## config.mk

```make
export PLATFORM = sky130hd
export DESIGN_NAME = sndag_ctrl
export DESIGN_NICKNAME = d
export VERILOG_FILES = /design/src/design/sndag_pkg.sv /design/src/design/sndag_ctrl.sv
export SDC_FILE = /design/constraint.sdc
export NUM_CORES = 1
export LEC_CHECK = 0
export BUFFER_PORTS_ARGS = -buffer_cell sky130_fd_sc_hd__buf_2
export CAP_MARGIN = 15
export CORE_MARGIN = 8
export CORE_UTILIZATION = 28
export CTS_CLUSTER_DIAMETER = 30
export DETAILED_ROUTE_END_ITERATION = 10
export SLEW_MARGIN = 20
export SYNTH_ARGS = -nofsm -noshare
export SYNTH_HDL_FRONTEND = slang
export SYNTH_SLANG_ARGS = --single-unit
```

## constraint.sdc

```tcl
create_clock -name i_clk -period 4.4 [get_ports i_clk]
set_input_delay 0.44 -clock i_clk [delete_from_list [all_inputs] [get_ports i_clk]]
set_output_delay 0.44 -clock i_clk [all_outputs]
set_load 0.05 [all_outputs]
```

## src/design/sndag_pkg.sv

```systemverilog
`timescale 1ns / 1ps

package sndag_pkg;

    // Default dimension capacity
    localparam int DEF_MAX_DIMS = 8;

    // Field widths
    localparam int ADDR_W     = 64;
    localparam int EXT_W      = 32;
    localparam int DIM_W      = 3;
    localparam int OP_W       = 2;
    localparam int DIMS_CFG_W = 4;
    localparam int CFG_IDX_W  = 2;
    localparam int CFG_DATA_W = 4;

    typedef enum logic [OP_W-1:0] {
        OP_LOAD  = 2'd0,
        OP_START = 2'd1,
        OP_STEP  = 2'd2
    } t_op;

    typedef enum logic [CFG_IDX_W-1:0] {
        CFG_DIMS_IN_USE = 2'd0,
        CFG_REVERSE     = 2'd1
    } t_cfg_reg;

    typedef enum logic [2:0] {
        ST_IDLE,
        ST_LOAD_MUL,
        ST_LOAD_WRITE,
        ST_WALK,
        ST_EMIT
    } t_state;

    // Controller -> datapath
    typedef struct packed {
        logic capture;
        logic load_mul;
        logic load_write;
        logic start;
        logic walk;
        logic emit;
        logic emit_done;
    } t_dp_cmd;

    // Datapath -> controller
    typedef struct packed {
        logic advance;
    } t_dp_status;

endpackage

```

## src/design/sndag_ctrl.sv

```systemverilog
`timescale 1ns / 1ps

module sndag_ctrl import sndag_pkg::*; #(
    parameter int  MAX_DIMS = DEF_MAX_DIMS,
    localparam int IDX_W    = (MAX_DIMS > 1) ? $clog2(MAX_DIMS) : 1,
    localparam int CNT_W    = $clog2(MAX_DIMS + 1)
) (
    input  logic                  i_clk,
    input  logic                  i_rst_n,
    input  logic                  i_in_valid,
    output logic                  o_in_ready,
    input  logic [OP_W-1:0]       i_op,
    output logic                  o_out_valid,
    input  logic                  i_out_ready,
    input  logic                  i_cfg_valid,
    output logic                  o_cfg_ready,
    input  logic [CFG_IDX_W-1:0]  i_cfg_index,
    input  logic [CFG_DATA_W-1:0] i_cfg_data,
    output t_dp_cmd               o_cmd,
    output logic [IDX_W-1:0]      o_walk_dim,
    input  t_dp_status            i_status
);

    t_state                r_state, n_state;
    logic [IDX_W-1:0]      r_k, n_k;
    logic                  r_done, n_done;
    logic                  r_out_valid, n_out_valid;
    logic [DIMS_CFG_W-1:0] r_dims;
    logic                  r_reverse;

    logic                  in_accept;
    logic                  slot_free;
    logic                  last;
    logic [CNT_W-1:0]      active;

    assign in_accept  = i_in_valid && o_in_ready;
    assign o_in_ready = (r_state == ST_IDLE);
    assign o_cfg_ready = 1'b1;
    assign slot_free  = !r_out_valid || i_out_ready;

    assign active = (int'(r_dims) > MAX_DIMS) ? CNT_W'(MAX_DIMS) : CNT_W'(r_dims);
    assign last   = (CNT_W'(r_k) + CNT_W'(1)) == active;
    assign o_walk_dim = r_reverse ? r_k
                                  : IDX_W'(active - CNT_W'(1) - CNT_W'(r_k));

    always_ff @(posedge i_clk) begin
        if (!i_rst_n) begin
            r_dims    <= DIMS_CFG_W'(1);
            r_reverse <= 1'b0;
        end else if (i_cfg_valid && o_cfg_ready) begin
            unique case (t_cfg_reg'(i_cfg_index))
                CFG_DIMS_IN_USE: r_dims    <= i_cfg_data[DIMS_CFG_W-1:0];
                CFG_REVERSE:     r_reverse <= i_cfg_data[0];
                default: ;
            endcase
        end
    end

    // next state
    always_comb begin
        n_state = r_state;
        unique case (r_state)
            ST_IDLE: begin
                if (in_accept) begin
                    unique case (t_op'(i_op))
                        OP_LOAD:  n_state = ST_LOAD_MUL;
                        OP_START: n_state = ST_EMIT;
                        OP_STEP:  n_state = (active == '0) ? ST_EMIT : ST_WALK;
                        default:  n_state = ST_IDLE;
                    endcase
                end
            end
            ST_LOAD_MUL:   n_state = ST_LOAD_WRITE;
            ST_LOAD_WRITE: n_state = ST_IDLE;
            ST_WALK: begin
                if (i_status.advance || last) begin
                    n_state = ST_EMIT;
                end
            end
            ST_EMIT: begin
                if (slot_free) begin
                    n_state = ST_IDLE;
                end
            end
            default: n_state = ST_IDLE;
        endcase
    end

    // outputs and counters
    always_comb begin
        o_cmd       = '0;
        n_k         = r_k;
        n_done      = r_done;
        n_out_valid = r_out_valid && !i_out_ready;
        unique case (r_state)
            ST_IDLE: begin
                if (in_accept) begin
                    unique case (t_op'(i_op))
                        OP_LOAD: o_cmd.capture = 1'b1;
                        OP_START: begin
                            o_cmd.start = 1'b1;
                            n_done      = 1'b0;
                        end
                        OP_STEP: begin
                            n_k    = '0;
                            n_done = (active == '0);
                        end
                        default: ;
                    endcase
                end
            end
            ST_LOAD_MUL:   o_cmd.load_mul   = 1'b1;
            ST_LOAD_WRITE: o_cmd.load_write = 1'b1;
            ST_WALK: begin
                o_cmd.walk = 1'b1;
                if (i_status.advance) begin
                    n_done = 1'b0;
                end else if (last) begin
                    n_done = 1'b1;
                end else begin
                    n_k = r_k + IDX_W'(1);
                end
            end
            ST_EMIT: begin
                if (slot_free) begin
                    o_cmd.emit      = 1'b1;
                    o_cmd.emit_done = r_done;
                    n_out_valid     = 1'b1;
                end
            end
            default: ;
        endcase
    end

    always_ff @(posedge i_clk) begin
        if (!i_rst_n) begin
            r_state     <= ST_IDLE;
            r_k         <= '0;
            r_done      <= 1'b0;
            r_out_valid <= 1'b0;
        end else begin
            r_state     <= n_state;
            r_k         <= n_k;
            r_done      <= n_done;
            r_out_valid <= n_out_valid;
        end
    end

    assign o_out_valid = r_out_valid;

    a_walk_in_range: assert property (@(posedge i_clk) disable iff (!i_rst_n)
        (r_state == ST_WALK) |-> (CNT_W'(r_k) < active))
        else $error("walk counter beyond active dimensions");

    a_emit_no_overwrite: assert property (@(posedge i_clk) disable iff (!i_rst_n)
        o_cmd.emit |-> (!r_out_valid || i_out_ready))
        else $error("result register overwritten while pending");

    a_start_emits: assert property (@(posedge i_clk) disable iff (!i_rst_n)
        (in_accept && i_op == OP_START) |=> (r_state == ST_EMIT && !r_done))
        else $error("start request did not go to emit with done clear");

    a_advance_ends_walk: assert property (@(posedge i_clk) disable iff (!i_rst_n)
        (r_state == ST_WALK && i_status.advance) |=> (r_state == ST_EMIT && !r_done))
        else $error("walk continued after a dimension advanced");

endmodule

```

==> summary.md, run 1 <==
| Metric | Value |
|---|---|
| Status | `finished, final reports clean` |
| Register area | `260 um^2` |
| Comb pwr share | `0.325` |
| CTS Root Cell | `clkbuf_4` |
| Total track usage | `0.0849` |
| CP delay by family, top | `adder cells` |
| Post-Syn Instances | `109` |
| Total CTS buffers | `3` |
| VDD IR max | `0.000118 V` |
| P_int | `190 uW` |
| Instance count on the critical path | `8` |
| Fin. Hold Viols | `0` |
| Area of the multi-input gates | `621 um^2` |
| Reg-to-Reg Start | `r_k[1]$_SDFFE_PN0P_` |
| Largest net degree at the start of global routing | `14` |
| Number of synthesized flops with an enable pin | `0` |
| Largest cells by area after synthesis | `dfxtp_1 (28%), mux2i_1 (6.5%), nor2b_1 (6.1%)` |
| N_diodes | `0` |
| Post-layout min period | `2.43 ns` |
| Critical path capture point type | `primary output` |
| Startpoint Class | `flip-flop` |
| Die height | `73.5 um` |
| Dpl cell area | `1090 um^2` |
| RSZ-0062 raised after global routing | `false` |
| Switching pwr | `112 uW` |
| Setup-failing EPs final | `0` |
| Initial antenna violation count | `0` |
| Die area | `5400 um^2` |
| Layout cells sized above 1 | `0.241` |
| Number of global-route vias before repair | `830` |
| Clk slew on worst S/H paths | `0.08 ns` |
| Nets | `151` |
| R2r worst-path depth | `6` |
| Max H-tree Level | `1` |
| Setup crit start | `r_dims[3]$_SDFFE_PN0P_` |
| Synth warn | `0` |
| Sequential area share after synthesis | `0.281` |
| CTS tree | `yes` |
| Clock Power Share | `0.245` |
| Setup TNS | `0 ns` |
| Max Slew Vio Count | `0` |
| First-pass GRT wire length | `3.59 mm` |
| WHS | `0.402 ns` |
| Synth Net Count | `126` |
| Area Growth Syn to Fin | `20.1%` |
| Fmax | `411 MHz` |
| Final Util | `0.341` |
| CP Class | `flip-flop to primary output` |
| Asr flop ratio synth | `0` |
| DRC | `0` |
| Flops & latches, synth | `13` |
| Worst Tran Pin Value | `0.617 ns` |
| Routed WL per cell | `12.5 um` |
| Leakage | `0.503 nW` |
| Vias | `859` |
| Postcts setup bufs | `0` |
| Die span in x | `73.5 um` |
| Total clock sinks | `13` |
| CTS Hold Buffers Added | `0` |
| End of the worst register-to-register path | `r_k[1]$_SDFFE_PN0P_` |
| Critical hold path startpoint | `i_cfg_data[0]` |
| Pwr dens | `272 nW/um^2` |
| Arr. time, crit path | `1.99 ns` |
| CP max FO | `8` |
| Worst path buffer plus inverter count | `2` |
| Max-cap violations | `0` |
| Placer Congestion | `0.919` |
| Flop2flop setup slack | `2.37 ns` |
| Via/cell ratio | `4.80` |
| # rows | `21` |
| Crit path to | `o_walk_dim[2]` |
| Syn avg cell area | `8.49 um^2` |
| Resized Gates After CTS | `0` |
| Main synth FF type | `dfxtp_1` |
| Bufs on Longest Clock Path | `2` |
| Sw frac | `0.371` |
| Ports | `27` |
| Part of the power in registers | `0.431` |
| # port buffers | `25` |
| Period utilization | `0.553` |
| Wirelength, routed | `2.24 mm` |
| Worst path slowest cell | `dfxtp_1` |
| DRT Pass-1 Iters | `4` |
| Worst EP required | `3.96 ns` |
| Layout Skew | `0.00358 ns` |
| Initial DRC Count | `53` |
| Worst-skew pair later-pin latency | `0.27 ns` |
| Core Region | `3260 um^2` |
| Fin area | `1110 um^2` |
| Unique masters post-synth | `40` |
| Grt total ovfl | `0` |
| Synth top area share | `0.281` |
| Synth Cell Area | `926 um^2` |
| Hold Crit Class | `input pin to flip-flop` |
| Placed wire-length estimate | `1.83 mm` |
| Initial cell density of the core | `0.284` |
| Final ANT Viol Nets | `0` |
| CP max stage delay | `0.37 ns` |
| Fill cells | `371` |
| Slew headroom | `0.585` |
| Critical path, cell by cell | `nor2b_1 -> ha_1 -> inv_1 -> fa_1 -> xnor2_1 -> nor2_1 -> xor2_1 -> buf_2` |
| Synth area leader | `dfxtp_1` |
## power by group through the flow
stage,Clock [mW],Combinational [mW],Sequential [mW]
after detailed placement,0,0.0987,0.133
after global placement,0,0.0977,0.133
after floorplan,0,0.0777,0.130
after CTS,0.0778,0.0991,0.130
after global routing,0.0839,0.105,0.132
final,0.0741,0.0982,0.130
## placed cells by master, fill, tap and decap left out, types with 3 or more instances in the layout
| master | netlist | layout |
|---|---|---|
| nor2b_1 | 9 | 9 |
| nand2_1 | 6 | 6 |
| or3_1 | 3 | 3 |
| nor2_1 | 6 | 6 |
| mux2i_1 | 6 | 6 |
| inv_1 | 6 | 6 |
| nand3_1 | 4 | 4 |
| xor2_1 | 3 | 3 |
| dfxtp_1 | 13 | 13 |
| nor4b_1 | 4 | 4 |
| nor3_1 | 3 | 3 |
| clkbuf_4 | 0 | 3 |
| buf_2 | 0 | 25 |
| a21oi_1 | 6 | 6 |
## metrics by stage
step	power, mW	instances	worst slack, ns
floorplan	0.208	109	1.40
CTS	0.307	179	1.94
detailed placement	0.232	175	2.25
global route	0.321	179	1.82
global placement	0.230	175	2.29
finish	0.303	179	1.97
## cell families (layout without fill, tap and decap cells)
group	after synthesis	in the layout	share of synthesized area
other cells	1	1	0.00405
flops	13	13	0.281
mux	8	8	0.0892
simple gates	48	48	0.311
fa+ha+maj	3	3	0.0486
buf+inv	11	35	0.0486
compound gates	20	20	0.170
xor+xnor	5	5	0.0473
## metal layers
layer	share of wire	vias up	routed length, um	GRT usage
met3	0.058	2	130	0.0286
met5	0	-	0	0
li1	-	436	-	-
met2	0.46	19	1020	0.131
met1	0.47	402	1050	0.0977
met4	0.016	0	36	0.0532
## worst min path at each step
stage | end | slack [ns] | cells past startpoint
after floorplan | r_dims[0]$_SDFFE_PN1P_ | 0.46 | 2
after global routing | r_dims[0]$_SDFFE_PN1P_ | 0.40 | 3
after CTS | r_dims[0]$_SDFFE_PN1P_ | 0.39 | 3
after detailed placement | r_dims[0]$_SDFFE_PN1P_ | 0.50 | 2
final | r_dims[0]$_SDFFE_PN1P_ | 0.40 | 3
after global placement | r_dims[0]$_SDFFE_PN1P_ | 0.48 | 2
## cells in the mapped netlist, drive strengths merged, types with 3 or more instances
master,n
xor2,3
nand3,4
a21oi,6
nor2,6
clkbuf,4
nor3,3
nor4b,4
inv,6
nor2b,9
nor3b,3
mux2i,6
dfxtp,13
nand2,6
or3,3
## worst reg2reg max path: cells and delay by family, from the launching register on
kind | cells | cell delay, ns
fa+ha+maj | 1 | 0.28
flops | 1 | 0.45
simple gates | 2 | 0.49
compound gates | 2 | 0.61
xor+xnor | 1 | 0.10
## sequential cells by signal (all words and copies together) (netlist names)
register	count
o_out_valid	1
r_reverse	1
r_dims	4
r_state	3
r_done	1
r_k	3
## final cells by class
class                      count  share of cell area
inverter                       6              0.0202
sequential                    13               0.234
clock buffer                   4              0.0236
multi-input combinational     85               0.558
tap                           46              0.0517
timing repair buffer          25               0.112
Power figures use the tool's default switching activity.
==> run 2: changes to the inputs <==
==> constraint.sdc (replaced) <==
create_clock -name i_clk -period 2 [get_ports i_clk]
set_input_delay 0.2 -clock i_clk [delete_from_list [all_inputs] [get_ports i_clk]]
set_output_delay 0.2 -clock i_clk [all_outputs]
set_load 0.05 [all_outputs]
==> run 2 against run 1 <==
  * The flow now finishes with violations (setup timing)
  * Combinational power rose to 2.6 times the previous value
  * Power is 130% higher
  * Register-to-register slack lost 2.4 ns
  * Setup slack worse by 2.0 ns
  * Sequential power rose by 120%
  * Via count grew 1.6%
  * Count of clock-buffer cells in the layout fell by 1
  * Sequential share of layout area shrank 2.0 points
  * Critical path depth did not move
  * Flip-flop and latch count is the same
  * Clock skew down 0.0012 ns
==> summary.md, run 2 (synthesis results as in run 1) <==
| Metric | Value |
|---|---|
| Final Util | `0.383` |
| Core Region | `3260 um^2` |
| Critical path capture point type | `primary output` |
| First-pass GRT wire length | `3.99 mm` |
| R2r worst-path depth | `6` |
| Max reg flops | `4` |
| Max-cap violations | `0` |
| # rows | `21` |
| CP Class | `flip-flop to primary output` |
| Die height | `73.5 um` |
| Initial cell density of the core | `0.284` |
| Sw frac | `0.371` |
| Fill cells | `356` |
| Area Growth Syn to Fin | `34.7%` |
| Switching pwr | `259 uW` |
| Worst EP required | `1.80 ns` |
| Setup-failing EPs final | `3` |
| Wirelength, routed | `2.36 mm` |
| Clock Power Share | `0.228` |
| Leakage | `0.563 nW` |
| Biggest register | `r_dims` |
| Worst-skew pair later-pin latency | `0.27 ns` |
| Period utilization | `1.02` |
| Final worst slack | `-0.0336 ns` |
| Via/cell ratio | `4.72` |
| Largest net degree at the start of global routing | `14` |
| CP max FO | `2` |
| Hold Crit Class | `input pin to flip-flop` |
| Critical hold path startpoint | `i_cfg_data[0]` |
| Ports | `27` |
| Bufs on Longest Clock Path | `2` |
| End of the worst register-to-register path | `r_k[1]$_SDFFE_PN0P_` |
| Arr. time, crit path | `1.83 ns` |
| Fin area | `1250 um^2` |
| Post-Place Cells | `179` |
| Total CTS buffers | `3` |
| Fin. Hold Viols | `0` |
| DRC | `0` |
| RSZ-0062 raised after global routing | `true` |
| # port buffers | `25` |
| Part of the power in registers | `0.402` |
| Dpl cell area | `1150 um^2` |
| Fmax | `492 MHz` |
| VDD IR max | `0.000264 V` |
| Failing checks | `setup timing` |
| Flop2flop setup slack | `-0.03 ns` |
| Placed wire-length estimate | `1.92 mm` |
| Initial DRC Count | `16` |
| Post-layout min period | `2.03 ns` |
| CTS Root Cell | `clkbuf_4` |
| CTS tree | `yes` |
| N_diodes | `0` |
| Reg-to-Reg Start | `r_k[0]$_SDFFE_PN0P_` |
| Die area | `5400 um^2` |
| Total track usage | `0.0924` |
| Total clock sinks | `13` |
| Worst hold stages | `3` |
| Final ANT Viol Nets | `0` |
| Layout Skew | `0.00235 ns` |
| Startpoint Class | `flip-flop` |
| Routed WL per cell | `12.8 um` |
| Clk slew on worst S/H paths | `0.08 ns` |
| Pwr dens | `560 nW/um^2` |
| DRT Pass-1 Iters | `4` |
| Die span in x | `73.5 um` |
| Layout cells sized above 1 | `0.381` |
| CTS Hold Buffers Added | `0` |
| Max H-tree Level | `1` |
| Grt total ovfl | `0` |
| Place WS | `0.0436 ns` |
| Most common cell after layout, fill and taps aside | `buf_2` |
| Number of global-route vias before repair | `945` |
| Most frequent cells in the layout | `buf_2 (22), dfxtp_1 (10), nor2b_1 (7)` |
| Max Slew Vio Count | `0` |
| Vias | `873` |
| Comb pwr share | `0.370` |
| Placer Congestion | `0.883` |
| Largest regs | `r_dims x4, r_k x3, r_state x3` |
| Nets | `157` |
| Setup TNS | `-0.0764 ns` |
| Final cell count without fillers | `185` |
| Initial antenna violation count | `0` |
| Worst Hold End | `r_dims[0]$_SDFFE_PN1P_` |
| Status | `complete, but fails checks` |
| P_int | `439 uW` |
## run 2: cell type report
cell class	instances	area, um^2	share of cell area
Multi-Input combinational cell	85	688	0.552
Sequential cell	13	267	0.214
Inverter	6	22.5	0.0181
Clock buffer	3	22.5	0.0181
Tap cell	46	57.6	0.0461
Clock inverter	1	5.00	0.00401
Timing Repair Buffer	31	185	0.148
## run 2: how the worst max path moves through the flow
stage	cells past startpoint	slack [ns]	startpoint	to
5_1_grt	8	-0.14	r_dims[0]$_SDFFE_PN1P_	o_walk_dim[2]
3_5_place_dp	6	0.04	r_k[0]$_SDFFE_PN0P_	r_k[1]$_SDFFE_PN0P_
3_3_place_gp	8	0.06	r_dims[0]$_SDFFE_PN1P_	o_walk_dim[2]
2_1_floorplan	3	-0.11	r_state[2]$_SDFFE_PN0P_	o_cmd[3]
4_1_cts	8	-0.11	r_dims[0]$_SDFFE_PN1P_	o_walk_dim[2]
6_report	8	-0.03	r_dims[0]$_SDFFE_PN1P_	o_walk_dim[2]
## run 2: per-stage QoR
stage	power [mW]	hold WS, ns
6_report	0.699	0.165
5_1_grt	0.746	0.158
4_1_cts	0.697	0.159
3_5_place_dp	0.527	0.450
3_3_place_gp	0.524	0.445
2_1_floorplan	0.467	0.328
## run 2: per-layer routing
metal / wire length (um) / GRT usage / share of wire
met5: 0 / 0 / 0
met4: 37 / 0.0576 / 0.016
met3: 185 / 0.0286 / 0.078
met2: 1120 / 0.160 / 0.47
met1: 1020 / 0.0937 / 0.43
## run 2: timing repair
item / in CTS / in global routing
setup endpoints to repair: 2 / 9
buffers inserted: 1 / 1
pin swaps: 1 / 3
gates resized for setup: 6 / 10
## run 2: critical path: stages, from the launching register on
cell	delay (ns)
dfxtp_2	0.34
nor2b_4	0.15
ha_4	0.13
inv_2	0.03
fa_2	0.32
xnor2_1	0.14
nor2_2	0.12
xor2_2	0.15
buf_6	0.17
## run 2: power by group through the flow
stage,Sequential (mW),Combinational (mW),Clock [mW]
3_3_place_gp,0.287,0.237,0
3_5_place_dp,0.287,0.240,0
2_1_floorplan,0.286,0.181,0
6_report,0.281,0.259,0.159
5_1_grt,0.283,0.280,0.183
4_1_cts,0.281,0.249,0.168
==> run 3: changes to the inputs <==
--- a/config.mk
+++ b/config.mk
@@ -7,10 +7,13 @@
 export LEC_CHECK = 0
 export BUFFER_PORTS_ARGS = -buffer_cell sky130_fd_sc_hd__buf_2
 export CAP_MARGIN = 15
+export CELL_PAD_IN_SITES_DETAIL_PLACEMENT = 2
+export CELL_PAD_IN_SITES_GLOBAL_PLACEMENT = 2
 export CORE_MARGIN = 8
-export CORE_UTILIZATION = 28
+export CORE_UTILIZATION = 26
 export CTS_CLUSTER_DIAMETER = 30
 export DETAILED_ROUTE_END_ITERATION = 10
+export PLACE_DENSITY_LB_ADDON = 0.1
 export SLEW_MARGIN = 20
 export SYNTH_ARGS = -nofsm -noshare
 export SYNTH_HDL_FRONTEND = slang
==> run 3 against run 2 <==
  * The flow still finishes with violations (setup timing)
  * Clock skew shrank 0.00066 ns
  * Final cell count is 2.2% higher
  * Maximum frequency shrank 2.8%
  * First-iteration DRC count rose by 44%
  * Largest cell class unchanged
==> summary.md, run 3 (synthesis results as in run 1) <==
| Metric | Value |
|---|---|
| Status | `complete, but fails checks` |
| Failing checks | `setup timing` |
| CTS tree | `yes` |
| Layout cells sized above 1 | `0.406` |
| Via/cell ratio | `4.88` |
| Placed wire-length estimate | `2.48 mm` |
| Max H-tree Level | `1` |
| Arr. time, crit path | `1.89 ns` |
| Initial DRC Count | `23` |
| Flop2flop setup slack | `0 ns` |
| Vias | `922` |
| Wirelength, routed | `3.13 mm` |
| # port buffers | `25` |
| Final worst slack | `-0.0929 ns` |
| Ports | `27` |
| Startpoint Class | `flip-flop` |
| Nets | `161` |
| Largest regs | `r_dims x4, r_k x3, r_state x3` |
| Leakage | `0.586 nW` |
| CTS Root Cell | `clkbuf_4` |
| Biggest register | `r_dims` |
| DRT Pass-1 Iters | `4` |
| N_diodes | `0` |
| Initial antenna violation count | `0` |
| Post-layout min period | `2.09 ns` |
| Setup-failing EPs final | `2` |
| Total CTS buffers | `3` |
| Period utilization | `1.05` |
| DRC | `0` |
| Die height | `75.7 um` |
| Worst-skew pair later-pin latency | `0.28 ns` |
| Die area | `5730 um^2` |
| WHS | `0.162 ns` |
| Die span in x | `75.7 um` |
| Total clock sinks | `13` |
| Worst path slowest cell | `dfxtp_2` |
| Initial cell density of the core | `0.273` |
| Met1 Routed Length | `1.40 mm` |
| CP Class | `flip-flop to primary output` |
| Fmax | `478 MHz` |
| Max Slew Vio Count | `0` |
| Grt total ovfl | `0` |
| RSZ-0062 raised after global routing | `true` |
| Met3 wire length | `139 um` |
| CTS Hold Buffers Added | `0` |
| Most common cell after layout, fill and taps aside | `buf_2` |
| Pwr dens | `559 nW/um^2` |
| Total track usage | `0.120` |
| Bufs on Longest Clock Path | `2` |
| Number of global-route vias before repair | `1046` |
| Area Growth Syn to Fin | `39.3%` |
| Clk slew on worst S/H paths | `0.08 ns` |
| Core Region | `3390 um^2` |
| Fin. Hold Viols | `0` |
| Critical path, cell by cell | `nor2b_4 -> ha_4 -> inv_2 -> fa_2 -> xnor2_1 -> nor2_1 -> xor2_2 -> buf_6` |
| Layout Skew | `0.00169 ns` |
| First-pass GRT wire length | `5.19 mm` |
| Placer Congestion | `0.744` |
| Worst EP required | `1.80 ns` |
| CP max FO | `2` |
| Critical path capture point type | `primary output` |
| Final cell count without fillers | `189` |
| Max-cap violations | `0` |
| Most frequent cells in the layout | `buf_2 (21), buf_4 (11), dfxtp_1 (10), nor2b_1 (7)` |
| CP max stage delay | `0.34 ns` |
| Routed WL per cell | `16.6 um` |
| Largest net degree at the start of global routing | `14` |
| Hold Crit Class | `input pin to flip-flop` |
| VDD IR max | `0.000330 V` |
| Critical hold path startpoint | `i_cfg_data[0]` |
| Setup crit start | `r_dims[0]$_SDFFE_PN1P_` |
| Post-Place Cells | `182` |
| Final ANT Viol Nets | `0` |
| Reg-to-Reg Start | `r_dims[3]$_SDFFE_PN0P_` |
| Max reg flops | `4` |
| Met2 WL | `1.57 mm` |
| # rows | `21` |
| Top sig layer | `met4` |
-- run 3: final timing paths --
check | cells after the start | endpoint
max reg2reg | 7 | r_k[2]$_SDFFE_PN0P_
min reg2reg | 1 | r_done$_SDFFE_PN0P_
max | 8 | o_walk_dim[2]
min | 3 | r_dims[0]$_SDFFE_PN1P_
-- run 3: layout make-up --
| cell class | instances | area, um^2 |
|---|---|---|
| clock buffers | 3 | 22.5 |
| clock inverters | 1 | 5.00 |
| fillers | 381 | 2100 |
| inverters | 6 | 22.5 |
| multi-input cells | 85 | 696 |
| flip-flops and latches | 13 | 269 |
| well taps | 46 | 57.6 |
| repair buffers | 35 | 218 |
-- run 3: metal layers --
| layer | up-vias | GRT usage |
|---|---|---|
| li1 | 454 | - |
| met1 | 449 | 0.142 |
| met2 | 15 | 0.204 |
| met3 | 4 | 0.0342 |
| met4 | 0 | 0.0384 |
| met5 | - | 0 |
-- run 3: metrics by stage --
stage	setup TNS [ns]	worst slack [ns]	instance area, um^2	total power, mW	utilization
2_1_floorplan	-0.158	-0.109	961	0.467	-
5_1_grt	-0.423	-0.231	1290	0.765	0.381
4_1_cts	-0.154	-0.154	1250	0.725	0.368
6_report	-0.0973	-0.0929	1290	0.721	0.381
3_3_place_gp	0	0.0255	1170	0.533	0.346
3_5_place_dp	-0.00652	-0.00652	1170	0.539	0.346
-- run 3: repair_timing --
item,in CTS,in global routing
pin swaps,2,1
buffers inserted,2,1
endpoints found under the setup margin,5,7
endpoints found under the hold margin,0,0
gates resized for setup,11,8
-- run 3: report_power, final --
group	internal, mW	leakage [nW]	total (mW)	switching [mW]
logic	0.100	0.461	0.271	0.170
clock network	0.0744	0.0177	0.170	0.0955
registers	0.268	0.107	0.281	0.0133
total	0.442	0.586	0.721	0.279
-- run 3: worst max-delay path: cells and delay by family (launching register included) --
kind,cells,cell delay [ns]
xor+xnor,2,0.29
simple gates,2,0.32
buf+inv,2,0.20
flops,1,0.34
fa+ha+maj,2,0.45
